### config.mk
export PLATFORM = sky130hd
export DESIGN_NAME = pmga_ctrl
export DESIGN_NICKNAME = d
export VERILOG_FILES = /design/src/sv/pmga_pkg.sv /design/src/sv/pmga_ctrl.sv
export SDC_FILE = /design/constraint.sdc
export NUM_CORES = 1
export LEC_CHECK = 0
export ABC_AREA = 1
export BUFFER_PORTS_ARGS = -buffer_cell sky130_fd_sc_hd__buf_2
export CAP_MARGIN = 0
export CORE_UTILIZATION = 54
export DETAILED_ROUTE_END_ITERATION = 10
export PLACE_DENSITY = 0.79
export SKIP_LAST_GASP = 1
export SYNTH_ARGS = -nofsm -noshare
export SYNTH_HDL_FRONTEND = slang
export SYNTH_SLANG_ARGS = --single-unit
export TNS_END_PERCENT = 20
### constraint.sdc
create_clock -name clk -period 2.4 [get_ports clk]
set_clock_uncertainty 0.2 [all_clocks]
set_input_delay 0.72 -clock clk [delete_from_list [all_inputs] [get_ports clk]]
set_output_delay 0.72 -clock clk [all_outputs]
set_load 0.005 [all_outputs]
### src/sv/pmga_pkg.sv
package pmga_pkg;

	localparam int MAX_ATT   = 16;
	localparam int FRAC_BITS = 8;
	localparam int IDX_W     = $clog2(MAX_ATT);
	localparam int CNT_W     = $clog2(MAX_ATT + 1);

	localparam int POS_W = 32;
	localparam int STR_W = 48;
	localparam int D_W   = POS_W + 1;
	localparam int S_W   = 2 * D_W;
	localparam int R_W   = S_W / 2;
	localparam int SR_W  = R_W + 3;
	localparam int MA_W  = S_W;
	localparam int MB_W  = R_W;
	localparam int P_W   = MA_W + MB_W;
	localparam int NUM_W = STR_W + D_W + 2 * FRAC_BITS;
	localparam int LIM_W = 32 + 2 * FRAC_BITS;
	localparam int QC_W  = POS_W + 1;
	localparam int NCOMP = 3;

	localparam int MUL_STEPS  = MB_W;
	localparam int SQRT_STEPS = R_W;
	localparam int DIV_STEPS  = NUM_W;
	localparam int STEP_W     = $clog2(NUM_W);

	localparam logic FUNC_LOAD  = 1'b0;
	localparam logic FUNC_QUERY = 1'b1;

	localparam logic REG_AIU = 1'b0;
	localparam logic REG_MDS = 1'b1;

	localparam logic [1:0] COMP_FIRST = 2'd0;
	localparam logic [1:0] COMP_LAST  = 2'(NCOMP - 1);

	typedef struct packed {
		logic                    func;
		logic [3:0]              slot;
		logic signed [31:0]      pos_x;
		logic signed [31:0]      pos_y;
		logic signed [31:0]      pos_z;
		logic [47:0]             strength;
		logic signed [31:0]      accel_in_x;
		logic signed [31:0]      accel_in_y;
		logic signed [31:0]      accel_in_z;
	} in_word_t;

	typedef struct packed {
		logic signed [31:0] accel_out_x;
		logic signed [31:0] accel_out_y;
		logic signed [31:0] accel_out_z;
		logic               saturated;
	} out_word_t;

	typedef enum logic [4:0] {
		ST_IDLE,
		ST_FETCH,
		ST_DIFF,
		ST_SQ_LD,
		ST_SQ_RUN,
		ST_SQ_ADD,
		ST_CHECK,
		ST_RT_LD,
		ST_RT_RUN,
		ST_DEN_LD,
		ST_DEN_RUN,
		ST_NUM_LD,
		ST_NUM_RUN,
		ST_DIV_LD,
		ST_DIV_RUN,
		ST_ACC,
		ST_NEXT,
		ST_FIN
	} state_t;

	typedef enum logic [1:0] {
		MUL_SQ,
		MUL_DEN,
		MUL_NUM
	} mul_sel_t;

	typedef struct packed {
		logic       start;
		logic       load;
		logic       diff;
		logic       mul_ld;
		mul_sel_t   mul_sel;
		logic       mul_run;
		logic       s_add;
		logic       rt_ld;
		logic       rt_run;
		logic       den_take;
		logic       div_ld;
		logic       div_run;
		logic       acc_add;
		logic       next;
		logic       out_load;
		logic [1:0] comp;
	} cmd_t;

	typedef struct packed {
		logic n_zero;
		logic last;
		logic skip;
		logic out_full;
	} status_t;

endpackage

### src/sv/pmga_ctrl.sv
module pmga_ctrl (
	input  logic              clk,
	input  logic              arst_n,
	input  logic              in_valid,
	input  logic              in_func,
	input  pmga_pkg::status_t st,
	output pmga_pkg::cmd_t    cmd,
	output logic              busy
);
	import pmga_pkg::*;

	state_t            state_q, state_d;
	logic [STEP_W-1:0] cnt_q, cnt_d;
	logic [1:0]        comp_q, comp_d;

	always_ff @(posedge clk or negedge arst_n) begin
		if (!arst_n) begin
			state_q <= ST_IDLE;
			cnt_q   <= '0;
			comp_q  <= COMP_FIRST;
		end else begin
			state_q <= state_d;
			cnt_q   <= cnt_d;
			comp_q  <= comp_d;
		end
	end

	always_comb begin
		state_d = state_q;
		cnt_d   = cnt_q;
		comp_d  = comp_q;
		case (state_q)
			ST_IDLE: begin
				if (in_valid && in_func == FUNC_QUERY) begin
					state_d = st.n_zero ? ST_FIN : ST_FETCH;
				end
			end
			ST_FETCH: state_d = ST_DIFF;
			ST_DIFF: begin
				state_d = ST_SQ_LD;
				comp_d  = COMP_FIRST;
			end
			ST_SQ_LD: begin
				state_d = ST_SQ_RUN;
				cnt_d   = STEP_W'(MUL_STEPS - 1);
			end
			ST_SQ_RUN: begin
				if (cnt_q == '0) state_d = ST_SQ_ADD;
				else cnt_d = cnt_q - 1'b1;
			end
			ST_SQ_ADD: begin
				if (comp_q == COMP_LAST) begin
					state_d = ST_CHECK;
				end else begin
					comp_d  = comp_q + 1'b1;
					state_d = ST_SQ_LD;
				end
			end
			ST_CHECK: state_d = st.skip ? ST_NEXT : ST_RT_LD;
			ST_RT_LD: begin
				state_d = ST_RT_RUN;
				cnt_d   = STEP_W'(SQRT_STEPS - 1);
			end
			ST_RT_RUN: begin
				if (cnt_q == '0) state_d = ST_DEN_LD;
				else cnt_d = cnt_q - 1'b1;
			end
			ST_DEN_LD: begin
				state_d = ST_DEN_RUN;
				cnt_d   = STEP_W'(MUL_STEPS - 1);
			end
			ST_DEN_RUN: begin
				if (cnt_q == '0) begin
					state_d = ST_NUM_LD;
					comp_d  = COMP_FIRST;
				end else begin
					cnt_d = cnt_q - 1'b1;
				end
			end
			ST_NUM_LD: begin
				state_d = ST_NUM_RUN;
				cnt_d   = STEP_W'(MUL_STEPS - 1);
			end
			ST_NUM_RUN: begin
				if (cnt_q == '0) state_d = ST_DIV_LD;
				else cnt_d = cnt_q - 1'b1;
			end
			ST_DIV_LD: begin
				state_d = ST_DIV_RUN;
				cnt_d   = STEP_W'(DIV_STEPS - 1);
			end
			ST_DIV_RUN: begin
				if (cnt_q == '0) state_d = ST_ACC;
				else cnt_d = cnt_q - 1'b1;
			end
			ST_ACC: begin
				if (comp_q == COMP_LAST) begin
					state_d = ST_NEXT;
				end else begin
					comp_d  = comp_q + 1'b1;
					state_d = ST_NUM_LD;
				end
			end
			ST_NEXT: state_d = st.last ? ST_FIN : ST_FETCH;
			ST_FIN: begin
				if (!st.out_full) state_d = ST_IDLE;
			end
			default: state_d = ST_IDLE;
		endcase
	end

	always_comb begin
		cmd      = '0;
		cmd.comp = comp_q;
		busy     = 1'b1;
		case (state_q)
			ST_IDLE: begin
				busy      = 1'b0;
				cmd.start = in_valid && in_func == FUNC_QUERY;
				cmd.load  = in_valid && in_func == FUNC_LOAD;
			end
			ST_DIFF:    cmd.diff = 1'b1;
			ST_SQ_LD: begin
				cmd.mul_ld  = 1'b1;
				cmd.mul_sel = MUL_SQ;
			end
			ST_SQ_RUN:  cmd.mul_run = 1'b1;
			ST_SQ_ADD:  cmd.s_add = 1'b1;
			ST_RT_LD:   cmd.rt_ld = 1'b1;
			ST_RT_RUN:  cmd.rt_run = 1'b1;
			ST_DEN_LD: begin
				cmd.mul_ld  = 1'b1;
				cmd.mul_sel = MUL_DEN;
			end
			ST_DEN_RUN: cmd.mul_run = 1'b1;
			ST_NUM_LD: begin
				cmd.mul_ld   = 1'b1;
				cmd.mul_sel  = MUL_NUM;
				cmd.den_take = comp_q == COMP_FIRST;
			end
			ST_NUM_RUN: cmd.mul_run = 1'b1;
			ST_DIV_LD:  cmd.div_ld = 1'b1;
			ST_DIV_RUN: cmd.div_run = 1'b1;
			ST_ACC:     cmd.acc_add = 1'b1;
			ST_NEXT:    cmd.next = 1'b1;
			ST_FIN:     cmd.out_load = !st.out_full;
			default:    cmd = '0;
		endcase
	end

endmodule

==> impl_metrics.env <==
export IMPL_status="finished with violations"
export IMPL_violations="negative setup slack"
export IMPL_power_mw=2.00
export IMPL_synth_area_top_cells="dfrtp_1 (29%), nand2_1 (16%), inv_1 (8.3%)"
export IMPL_cp_arrival_ns=1.61
export IMPL_tightest_slew_ns=0.330
export IMPL_worst_ep_required_time_ns=1.48
export IMPL_drc=0
export IMPL_start_util_pct=59.9
export IMPL_grt_max_degree=15
export IMPL_rsz0062_at_grt="yes"
export IMPL_crit_fanout=8
export IMPL_max_freq_mhz=395
export IMPL_num_vias=1471
export IMPL_finalSetupViolCount=5
export IMPL_gp_congestion=0.928
export IMPL_port_buffers=26
export IMPL_maxSlewHeadroom_pct=78.0
export IMPL_power_leakage_nw=0.956
export IMPL_rows=16
export IMPL_critPathSlowestCell="dfrtp_2"
export IMPL_diodes=0
export IMPL_hpwlAfterDp_um=2440
export IMPL_netlist_area_um2=1220
export IMPL_nets=250
export IMPL_synth_largest_area_cell="dfrtp_1"
export IMPL_cpMostUsedCell="nor2_2"
export IMPL_cp_slowest_stage_delay_ns=0.48
export IMPL_clk_pin_slew_worst_paths_ns=0.08
export IMPL_track_usage_pct=28.8
export IMPL_final_common_cell="nand2_1"
export IMPL_period_minus_slack_ns=2.53
export IMPL_placed_area_um2=1380
export IMPL_cts_buffers=3
export IMPL_drive_gt1_share_pct=35.6
export IMPL_final_setup_worst_slack_ns=-0.133
export IMPL_avgRoutedWirePerCell_um=13.4
export IMPL_fp_dieH_um=49.6
export IMPL_cts_path_max_buffers=2
export IMPL_fp_dieW_um=49.6
export IMPL_drt_iter0_drc=108
export IMPL_dp_slack_ns=0.0551
export IMPL_path_class="reg2out"
export IMPL_synth_distinct_cells=24
export IMPL_slew_viol_final=0
export IMPL_p_sw_mw=1.06
export IMPL_cts_tree="built"
export IMPL_syn_inst=194
export IMPL_synth_top_cell_area_share_pct=28.7
export IMPL_p_per_area_nw_per_um2=1280
export IMPL_startpoint_type="flip-flop"
export IMPL_final_antenna_net_count=0
export IMPL_die_area_um2=2460
export IMPL_p_clk_share_pct=6.5
export IMPL_cp_end_kind="output port"
export IMPL_grt_pass1_vias=1256
export IMPL_hold_class="in2async"
export IMPL_yosysSeqAreaShare_pct=28.7
export IMPL_grt_pass1_wl_um=5440
export IMPL_seqPwrFrac_pct=23.7
export IMPL_cts_sinks=14
export IMPL_drtPass1Iterations=4
export IMPL_avgSynthCellArea_um2=6.30
export IMPL_ir_drop_mv=0.708
export IMPL_cts_root_buf="clkbuf_4"
export IMPL_io_pins=27
export IMPL_antenna_found_initial=0
export IMPL_worstSkewPairLatency_ns=0.28
export IMPL_synth_nets=206
export IMPL_post_route_period_util_pct=106
export IMPL_internal_power_uw=947
export IMPL_final_hold_viol_count=0
export IMPL_via_per_inst=5.59
export IMPL_final_cell_area_um2=1570
export IMPL_synth_seq_cells=14
export IMPL_p_sw_share_pct=52.7
export IMPL_path_cells="buf_4 -> nand3_2 -> nor2_2 -> a21oi_2 -> nand2_1 -> nor2_2 -> nor2_1 -> buf_2"
export IMPL_max_cap_viol_count=0
export IMPL_h_tree_depth=1
export IMPL_overflow=0
export IMPL_core_area_um2=2040
export IMPL_synth_warning_count=0
export IMPL_final_cell_mix="nand2_1 (48), inv_1 (26), buf_2 (26), nor2_1 (20), buf_4 (16)"
export IMPL_finalWirelength_um=3520
export IMPL_area_delta_synth_final_pct=28.0
export IMPL_p_comb_share_pct=69.9
[layout make-up]
class	count	area, µm²
Sequential cell	14	357
Multi-Input combinational cell	142	763
Tap cell	27	33.8
Inverter	35	139
Fill cell	166	477
Clock buffer	3	22.5
Timing Repair Buffer	42	250
[cells in the mapped netlist (all sizes together)]
cell	count
nand3	21
nor2	31
nand4	8
ha	4
nand2	55
o22ai	1
xor2	2
inv	35
nand3b	2
buf	3
a21oi	4
o211ai	1
o21ai	12
nor3	1
dfrtp	14
[power by group through the flow]
| stage | combinational [mW] | sequential (mW) | clock, mW |
|---|---|---|---|
| 5_1_grt | 1.55 | 0.485 | 0.139 |
| 2_1_floorplan | 0.894 | 0.397 | 0 |
| 6_report | 1.40 | 0.474 | 0.129 |
| 4_1_cts | 1.28 | 0.466 | 0.133 |
| 3_5_place_dp | 1.09 | 0.458 | 0 |
| 3_3_place_gp | 1.08 | 0.453 | 0 |
[per-stage QoR]
stage,std cells,setup TNS (ns),utilization [%],hold WS [ns]
3_3_place_gp,246,0,67.5,0.267
4_1_cts,260,-0.216,74.7,0.122
2_1_floorplan,194,0,-,0.224
3_5_place_dp,246,0,67.5,0.266
6_report,263,-0.354,76.7,0.118
5_1_grt,263,-0.783,76.7,0.147
[worst max-delay path, delay by kind of cell (launching register included)]
| kind | cells | cell delay [ns] |
|---|---|---|
| AO/OA/AOI/OAI | 1 | 0.05 |
| AND/OR/NAND/NOR | 5 | 0.52 |
| flip-flops | 1 | 0.48 |
| buffers and inverters | 2 | 0.27 |
[final timing paths]
check / startpoint / slack [ns] / to / cells after the start
max: state_q[1] / -0.13 / cmd[1] / 8
min: arst_n / 0.12 / cnt_q[5] / 1
max reg2reg: state_q[3] / 0.59 / cnt_q[6] / 9
min reg2reg: comp_q[0] / 0.28 / comp_q[0] / 2
max in group asynchronous: arst_n / 1.61 / state_q[2] / 1
min in group clk: comp_q[0] / 0.28 / comp_q[0] / 2
[cell families after synthesis]
kind of cell             Yosys count  share of synthesized area, %
AO/OA/AOI/OAI                     18                          7.68
AND/OR/NAND/NOR                  118                          45.4
buffers and inverters             38                          12.7
flip-flops                        14                          28.7
adder cells (fa/ha/maj)            4                          4.09
XOR/XNOR                           2                          1.43
[per-layer routing]
metal,vias up,GRT usage (%),wire (µm)
met2,89,47.5,1630
met4,0,6.67,108
met3,16,8.02,288
met5,-,0,0
met1,662,37.0,1490
li1,704,-,-
[flip-flops by register name, summed over array words and instances (netlist names)]
register  cells
state_q       5
comp_q        2
cnt_q         7
[repair_timing]
action                                  CTS  global route
hold buffers                              0             0
endpoints found under the setup margin    7             6
resized for setup                        16             7
setup buffers                            11             3
endpoints found under the hold margin     0             0
pin swaps                                 4             5
Power figures use the tool's default switching activity.
