### src/sv/pmga_pkg.sv
package pmga_pkg;

	localparam int MAX_ATT   = 16;
	localparam int FRAC_BITS = 8;
	localparam int IDX_W     = $clog2(MAX_ATT);
	localparam int CNT_W     = $clog2(MAX_ATT + 1);

	localparam int POS_W = 32;
	localparam int STR_W = 48;
	localparam int D_W   = POS_W + 1;
	localparam int S_W   = 2 * D_W;
	localparam int R_W   = S_W / 2;
	localparam int SR_W  = R_W + 3;
	localparam int MA_W  = S_W;
	localparam int MB_W  = R_W;
	localparam int P_W   = MA_W + MB_W;
	localparam int NUM_W = STR_W + D_W + 2 * FRAC_BITS;
	localparam int LIM_W = 32 + 2 * FRAC_BITS;
	localparam int QC_W  = POS_W + 1;
	localparam int NCOMP = 3;

	localparam int MUL_STEPS  = MB_W;
	localparam int SQRT_STEPS = R_W;
	localparam int DIV_STEPS  = NUM_W;
	localparam int STEP_W     = $clog2(NUM_W);

	localparam logic FUNC_LOAD  = 1'b0;
	localparam logic FUNC_QUERY = 1'b1;

	localparam logic REG_AIU = 1'b0;
	localparam logic REG_MDS = 1'b1;

	localparam logic [1:0] COMP_FIRST = 2'd0;
	localparam logic [1:0] COMP_LAST  = 2'(NCOMP - 1);

	typedef struct packed {
		logic                    func;
		logic [3:0]              slot;
		logic signed [31:0]      pos_x;
		logic signed [31:0]      pos_y;
		logic signed [31:0]      pos_z;
		logic [47:0]             strength;
		logic signed [31:0]      accel_in_x;
		logic signed [31:0]      accel_in_y;
		logic signed [31:0]      accel_in_z;
	} in_word_t;

	typedef struct packed {
		logic signed [31:0] accel_out_x;
		logic signed [31:0] accel_out_y;
		logic signed [31:0] accel_out_z;
		logic               saturated;
	} out_word_t;

	typedef enum logic [4:0] {
		ST_IDLE,
		ST_FETCH,
		ST_DIFF,
		ST_SQ_LD,
		ST_SQ_RUN,
		ST_SQ_ADD,
		ST_CHECK,
		ST_RT_LD,
		ST_RT_RUN,
		ST_DEN_LD,
		ST_DEN_RUN,
		ST_NUM_LD,
		ST_NUM_RUN,
		ST_DIV_LD,
		ST_DIV_RUN,
		ST_ACC,
		ST_NEXT,
		ST_FIN
	} state_t;

	typedef enum logic [1:0] {
		MUL_SQ,
		MUL_DEN,
		MUL_NUM
	} mul_sel_t;

	typedef struct packed {
		logic       start;
		logic       load;
		logic       diff;
		logic       mul_ld;
		mul_sel_t   mul_sel;
		logic       mul_run;
		logic       s_add;
		logic       rt_ld;
		logic       rt_run;
		logic       den_take;
		logic       div_ld;
		logic       div_run;
		logic       acc_add;
		logic       next;
		logic       out_load;
		logic [1:0] comp;
	} cmd_t;

	typedef struct packed {
		logic n_zero;
		logic last;
		logic skip;
		logic out_full;
	} status_t;

endpackage

### src/sv/pmga_dp.sv
module pmga_dp (
	input  logic                clk,
	input  logic                arst_n,
	input  pmga_pkg::cmd_t      cmd,
	output pmga_pkg::status_t   st,
	input  pmga_pkg::in_word_t  in_data,
	input  logic [4:0]          aiu,
	input  logic [31:0]         mds,
	output logic                out_valid,
	input  logic                out_stall,
	output pmga_pkg::out_word_t out_data
);
	import pmga_pkg::*;

	logic signed [POS_W-1:0] mem_x [MAX_ATT];
	logic signed [POS_W-1:0] mem_y [MAX_ATT];
	logic signed [POS_W-1:0] mem_z [MAX_ATT];
	logic [STR_W-1:0]        mem_s [MAX_ATT];

	logic signed [POS_W-1:0] rd_x_q, rd_y_q, rd_z_q;
	logic [STR_W-1:0]        rd_s_q;

	logic signed [POS_W-1:0] p_q   [NCOMP];
	logic signed [POS_W-1:0] acc_q [NCOMP];
	logic [D_W-1:0]          m_q   [NCOMP];
	logic [NCOMP-1:0]        neg_q;
	logic                    flag_q;
	logic [CNT_W-1:0]        n_q, idx_q, n_eff;
	logic [LIM_W-1:0]        lim_q;

	logic [S_W-1:0]   s_q;
	logic [P_W-1:0]   ma_q, mp_q, den_q;
	logic [MB_W-1:0]  mb_q;
	logic [S_W-1:0]   sqv_q;
	logic [R_W-1:0]   root_q;
	logic [SR_W-1:0]  srem_q;
	logic [NUM_W-1:0] nq_q;
	logic [P_W-1:0]   drem_q;
	logic             out_valid_q;
	out_word_t        out_q;

	logic signed [D_W-1:0] dx, dy, dz;
	logic [P_W-1:0]        mul_a;
	logic [MB_W-1:0]       mul_b;
	logic [SR_W-1:0]       rt_sh, rt_trial;
	logic [P_W:0]          dv_sh;
	logic                  q_big;
	logic [QC_W-1:0]       qc;
	logic signed [QC_W:0]  contrib;
	logic signed [QC_W+1:0] sum;
	logic                  ovf;
	logic signed [POS_W-1:0] acc_new;

	assign n_eff = (aiu > CNT_W'(MAX_ATT)) ? CNT_W'(MAX_ATT) : aiu;

	assign st.n_zero   = n_eff == '0;
	assign st.last     = CNT_W'(idx_q + 1'b1) == n_q;
	assign st.skip     = (s_q == '0) || (s_q < S_W'(lim_q));
	assign st.out_full = out_valid_q && out_stall;

	assign out_valid = out_valid_q;
	assign out_data  = out_q;

	// table write on load, registered read of the current slot every cycle
	always_ff @(posedge clk) begin
		if (cmd.load && CNT_W'(in_data.slot) < CNT_W'(MAX_ATT)) begin
			mem_x[in_data.slot[IDX_W-1:0]] <= in_data.pos_x;
			mem_y[in_data.slot[IDX_W-1:0]] <= in_data.pos_y;
			mem_z[in_data.slot[IDX_W-1:0]] <= in_data.pos_z;
			mem_s[in_data.slot[IDX_W-1:0]] <= in_data.strength;
		end
		rd_x_q <= mem_x[idx_q[IDX_W-1:0]];
		rd_y_q <= mem_y[idx_q[IDX_W-1:0]];
		rd_z_q <= mem_z[idx_q[IDX_W-1:0]];
		rd_s_q <= mem_s[idx_q[IDX_W-1:0]];
	end

	assign dx = D_W'(rd_x_q) - D_W'(p_q[0]);
	assign dy = D_W'(rd_y_q) - D_W'(p_q[1]);
	assign dz = D_W'(rd_z_q) - D_W'(p_q[2]);

	always_comb begin
		case (cmd.mul_sel)
			MUL_SQ: begin
				mul_a = P_W'(m_q[cmd.comp]);
				mul_b = MB_W'(m_q[cmd.comp]);
			end
			MUL_DEN: begin
				mul_a = P_W'(s_q);
				mul_b = MB_W'(root_q);
			end
			MUL_NUM: begin
				mul_a = P_W'(rd_s_q);
				mul_b = MB_W'(m_q[cmd.comp]);
			end
			default: begin
				mul_a = '0;
				mul_b = '0;
			end
		endcase
	end

	assign rt_sh    = {srem_q[SR_W-3:0], sqv_q[S_W-1 -: 2]};
	assign rt_trial = {1'b0, root_q, 2'b01};
	assign dv_sh    = {drem_q, nq_q[NUM_W-1]};

	assign q_big   = (|nq_q[NUM_W-1:QC_W]) || (nq_q[QC_W-1] && (|nq_q[QC_W-2:0]));
	assign qc      = q_big ? {1'b1, {(QC_W-1){1'b0}}} : nq_q[QC_W-1:0];
	assign contrib = neg_q[cmd.comp] ? -$signed({1'b0, qc}) : $signed({1'b0, qc});
	assign sum     = (QC_W+2)'(acc_q[cmd.comp]) + (QC_W+2)'(contrib);
	assign ovf     = !((sum[QC_W+1:POS_W-1] == '0) || (&sum[QC_W+1:POS_W-1]));
	assign acc_new = !ovf ? sum[POS_W-1:0] :
	                 sum[QC_W+1] ? {1'b1, {(POS_W-1){1'b0}}} : {1'b0, {(POS_W-1){1'b1}}};

	always_ff @(posedge clk) begin
		if (cmd.start) begin
			p_q[0]   <= in_data.pos_x;
			p_q[1]   <= in_data.pos_y;
			p_q[2]   <= in_data.pos_z;
			acc_q[0] <= in_data.accel_in_x;
			acc_q[1] <= in_data.accel_in_y;
			acc_q[2] <= in_data.accel_in_z;
			n_q      <= n_eff;
			lim_q    <= LIM_W'(mds) << (2 * FRAC_BITS);
		end
		if (cmd.diff) begin
			m_q[0] <= dx[D_W-1] ? D_W'(-dx) : D_W'(dx);
			m_q[1] <= dy[D_W-1] ? D_W'(-dy) : D_W'(dy);
			m_q[2] <= dz[D_W-1] ? D_W'(-dz) : D_W'(dz);
			neg_q  <= {dz[D_W-1], dy[D_W-1], dx[D_W-1]};
			s_q    <= '0;
		end
		if (cmd.mul_ld) begin
			ma_q <= mul_a;
			mb_q <= mul_b;
			mp_q <= '0;
		end else if (cmd.mul_run) begin
			if (mb_q[0]) mp_q <= mp_q + ma_q;
			ma_q <= ma_q << 1;
			mb_q <= mb_q >> 1;
		end
		if (cmd.s_add) s_q <= s_q + S_W'(mp_q);
		if (cmd.rt_ld) begin
			sqv_q  <= s_q;
			root_q <= '0;
			srem_q <= '0;
		end else if (cmd.rt_run) begin
			sqv_q <= sqv_q << 2;
			if (rt_sh >= rt_trial) begin
				srem_q <= rt_sh - rt_trial;
				root_q <= {root_q[R_W-2:0], 1'b1};
			end else begin
				srem_q <= rt_sh;
				root_q <= {root_q[R_W-2:0], 1'b0};
			end
		end
		if (cmd.den_take) den_q <= mp_q;
		if (cmd.div_ld) begin
			nq_q   <= NUM_W'(mp_q) << (2 * FRAC_BITS);
			drem_q <= '0;
		end else if (cmd.div_run) begin
			if (dv_sh >= {1'b0, den_q}) begin
				drem_q <= P_W'(dv_sh - {1'b0, den_q});
				nq_q   <= {nq_q[NUM_W-2:0], 1'b1};
			end else begin
				drem_q <= dv_sh[P_W-1:0];
				nq_q   <= {nq_q[NUM_W-2:0], 1'b0};
			end
		end
		if (cmd.acc_add) acc_q[cmd.comp] <= acc_new;
		if (cmd.out_load) begin
			out_q.accel_out_x <= acc_q[0];
			out_q.accel_out_y <= acc_q[1];
			out_q.accel_out_z <= acc_q[2];
			out_q.saturated   <= flag_q;
		end
	end

	always_ff @(posedge clk or negedge arst_n) begin
		if (!arst_n) begin
			idx_q       <= '0;
			flag_q      <= 1'b0;
			out_valid_q <= 1'b0;
		end else begin
			if (cmd.start) begin
				idx_q  <= '0;
				flag_q <= 1'b0;
			end else begin
				if (cmd.next) idx_q <= idx_q + 1'b1;
				if (cmd.acc_add && ovf) flag_q <= 1'b1;
			end
			if (cmd.out_load) out_valid_q <= 1'b1;
			else if (!out_stall) out_valid_q <= 1'b0;
		end
	end

endmodule

### config.mk
export PLATFORM = sky130hd
export DESIGN_NAME = pmga_dp
export DESIGN_NICKNAME = d
export VERILOG_FILES = /design/src/sv/pmga_pkg.sv /design/src/sv/pmga_dp.sv
export SDC_FILE = /design/constraint.sdc
export NUM_CORES = 2
export LEC_CHECK = 0
export BUFFER_PORTS_ARGS = -buffer_cell sky130_fd_sc_hd__buf_4
export CAP_MARGIN = 10
export CORE_MARGIN = 10
export CORE_UTILIZATION = 38
export CTS_BUF_LIST = sky130_fd_sc_hd__clkbuf_8
export DETAILED_ROUTE_END_ITERATION = 10
export PLACE_DENSITY_LB_ADDON = 0.15
export SLEW_MARGIN = 20
export SYNTH_ARGS = -nofsm -noshare
export SYNTH_HDL_FRONTEND = slang
export SYNTH_SLANG_ARGS = --single-unit
### constraint.sdc
create_clock -name clk -period 8.3 [get_ports clk]
set_input_delay 1.245 -clock clk [delete_from_list [all_inputs] [get_ports clk]]
set_output_delay 1.245 -clock clk [all_outputs]
set_load 0.005 [all_outputs]
==> flow_summary.yaml <==
yosys:
  synth_edf_count: 3208
  synth.area.top_cells: "edfxtp_1 (58%), dfxtp_1 (5.1%), mux4_2 (4.3%)"
  netlist.area_leader.share: 0.578
  synthCells: 12700
  syn_nets: 13500
  yosysSeqAreaShare: 0.630
  yosys_warnings: 0
  netlist-cell-type-count: 111
  syn_area_sq_um: 167000
  async_flop_share: 0.00192
  ys_ff_latch: 3640
  synth-main-ff-cell: "edfxtp_1"
  yosysTopAreaCell: "edfxtp_1"
  avgSynthCellArea_sq_um: 13.1
worst_hold_path:
  hold_path_class: "in -> reg"
  hp-start: "mds[6]"
timing:
  tns_ns: 0
  hold_viol_final: 0
  rsz0062_at_grt: "false"
  slew_headroom: 0.139
  max_freq_ghz: 0.131
  worstMarginPinSlew_ns: 1.28
  postLayoutSetupSlackWorst_ns: 0.641
  period_share: 0.923
  finalSetupViolCount: 0
  finalCriticalPeriod_ns: 7.66
  drv_slew: 0
  fin_skew_ns: 0.0892
power:
  p_leak_nw: 68.2
  ir_drop_mv: 0.172
  power_density_nw_per_um2: 252
  power_mw: 47.6
global_route:
  grt_pass1_wl_um: 744000
  track_usage: 0.211
  grt_pass1_vias: 110000
  grt_overflow_total: 0
  grt_max_degree: 157
  antenna_found_initial: 77
clock_tree:
  postCtsSetupBuffers: 0
  cts.sinks: 3640
  tritoncts.num_buffers: 633
  worstSkewPairLatency_ns: 1.26
  post_cts_resized: 0
  clk_pin_slew_worst_paths_ns: 0.06
  cts_root_buf: "clkbuf_8"
  cts_buffer_depth: 4
  cts_tree: "built"
  cts_max_level: 6
place:
  place_congestion: 0.913
  hpwl_um: 325000
  numPortBuffers: 403
  placed_cells: 18400
  place_ws_ns: 0.624
die:
  core_sq_um: 438000
  initial_core_util: 0.381
  ioPinCount: 405
  die_x_um: 682
  rows: 243
  die_area_sq_um: 466000
  die_y_um: 682
routing:
  dr.pass1.iters: 8
  drc: 0
  detailroute.via_count: 110000
  drt-wirelength-per-cell_um: 26.1
  drt_iter0_markers: 9368
  drt-total-wl_um: 510000
  routed_via_density: 5.61
  final_antenna_net_count: 0
layout:
  fillers: 40000
  nNetsFinal: 14000
  multi_input_area_sq_um: 57600
  syn_to_final_growth_pct: 13.4
  fin_cells: 19600
  drive_above_1_share: 0.152
  seq_area_sq_um: 105000
run:
  max_cap_violations: 0
worst_setup_path:
  critical_path_class: "reg -> reg"
  crit_start: "nq_q[2]$_SDFFE_PP0P_"
  critPathCaptureType: "flip-flop"
  cp.arrival_ns: 8.57
  critPathMaxFanout: 31
  r2r_start: "nq_q[2]$_SDFFE_PP0P_"
  worst_ep_required_time_ns: 9.21
  critPathLaunchType: "flip-flop"
outcome:
  status: "complete, no violations"
-- synth_stat cells (all sizes together) (15+ instances only) --
cell type and n:
and3 52, a31oi 67, nand4 139, nor3 105, mux4 321, nor2 860, a22oi 149, o21a 72
dfxtp 425, o21ai 827, a311oi 88, and2 33, xnor2 290, a21oi 975, mux2 215, nand3 124
or2 36, xor2 158, or3 36, nand2 1021, or4 28, ha 463, buf 111, nor2b 101
o21bai 80, inv 465, o211ai 50, nand2b 80, clkbuf 564, a211oi 125, a21o 271, a221oi 178
a2111oi 16, a211o 15, o31ai 56, a31o 20, edfxtp 3208, a21boi 27, mux2i 540, nor4 67
and4 22
-- through the flow --
stage	hold slack, ns	area (sq um)	util
after floorplan	0.421	167000	-
after global placement	0.440	176000	0.403
after detailed placement	0.442	176000	0.403
after CTS	0.0623	189000	0.432
after global routing	0.138	189000	0.432
final	0.214	189000	0.432
-- flip-flops by register name (all words and copies together) (netlist names), 33 cells and up --
| register | flops |
|---|---|
| mb_q | 33 |
| mem_z | 512 |
| out_data | 97 |
| m_q | 99 |
| s_q | 66 |
| root_q | 33 |
| den_q | 99 |
| drem_q | 99 |
| mp_q | 99 |
| mem_s | 768 |
| rd_s_q | 48 |
| p_q | 96 |
| mem_x | 512 |
| sqv_q | 66 |
| acc_q | 128 |
| ma_q | 99 |
| srem_q | 34 |
| nq_q | 97 |
| mem_y | 512 |
-- final timing paths --
check | end | slack, ns | cells after the start
min in group asynchronous | idx_q[3]$_DFFE_PN0P_ | 0.47 | 2
max in group asynchronous | flag_q$_DFFE_PN0P_ | 7.53 | 2
setup / recovery | acc_q[0][21]$_DFFE_PP_ | 0.64 | 24
hold reg to reg | out_data[60]$_DFFE_PP_ | 0.45 | 0
hold / removal | lim_q[22]$_DFFE_PP_ | 0.21 | 1
setup reg to reg | acc_q[0][21]$_DFFE_PP_ | 0.64 | 24
-- layout make-up --
cell class                      count  share of cell area
Multi-Input combinational cell   7915               0.305
Timing Repair Buffer              592              0.0257
Tap cell                         5757              0.0381
Sequential cell                  3640               0.556
Clock inverter                    480              0.0162
Antenna cell                       20            0.000265
Inverter                          466             0.00925
Clock buffer                      685              0.0499
-- where the power goes --
part | switching (mW) | internal (mW) | total, mW
Clock | 7.70 | 8.57 | 16.3
Sequential | 0.933 | 21.3 | 22.2
Combinational | 5.62 | 3.47 | 9.09
Total | 14.3 | 33.4 | 47.6
-- cells in the final DEF, fill, tap and decap left out, types with 215 or more instances in the layout --
master    netlist  routed
edfxtp_1     3208    3208
dfxtp_1       425     425
clkbuf_8        0     688
xnor2_1       290     290
mux2_2        215     215
nor2_1        857     841
a21o_1        271     271
ha_1          463     463
inv_1         464     692
nand2_1      1021    1015
buf_4           1     556
o21ai_0       819     819
mux4_2        321     321
mux2i_1       540     540
a21oi_1       973     971
-- cells by family after synthesis --
group                      synth area share
buffers and inverters                0.0259
xor gates and xnor gates             0.0235
and+or+nand+nor                      0.0749
muxes                                0.0903
AOI/OAI and AO/OA                     0.120
adders and majority gates            0.0356
DFF                                   0.630
-- worst max-delay path: stages (launching register included) --
cell	delay (ns)
dfxtp_1	0.37
or4_1	0.61
nor4b_1	0.67
nand2_1	0.13
buf_4	0.20
nor3b_4	0.29
nand2_1	0.17
a21boi_4	0.34
nand2_1	0.14
ha_1	0.34
nor2_1	0.39
nor2_1	0.22
a311oi_1	0.52
ha_1	0.43
a21oi_1	0.17
o21ai_0	0.09
a21o_1	0.20
a21oi_1	0.17
nor2_1	0.07
or4_1	0.52
a211oi_1	0.46
a21oi_2	0.14
buf_12	0.19
a21oi_1	0.34
o21ai_0	0.17
-- per-layer routing --
metal,part of all wire,up-vias,track usage,routed length (um)
met5,0.00034,-,0,173
met4,0.034,28,0.0719,17600
met3,0.054,909,0.0307,27500
met2,0.48,3505,0.357,246000
met1,0.43,55500,0.279,218000
li1,-,49800,-,-
-- repair_timing --
action / CTS / global route
setup endpoints to repair: 0 / 0
hold buffers: 1 / 0
endpoints found under the hold margin: 7 / 0
(Power assumes the default switching activity.)
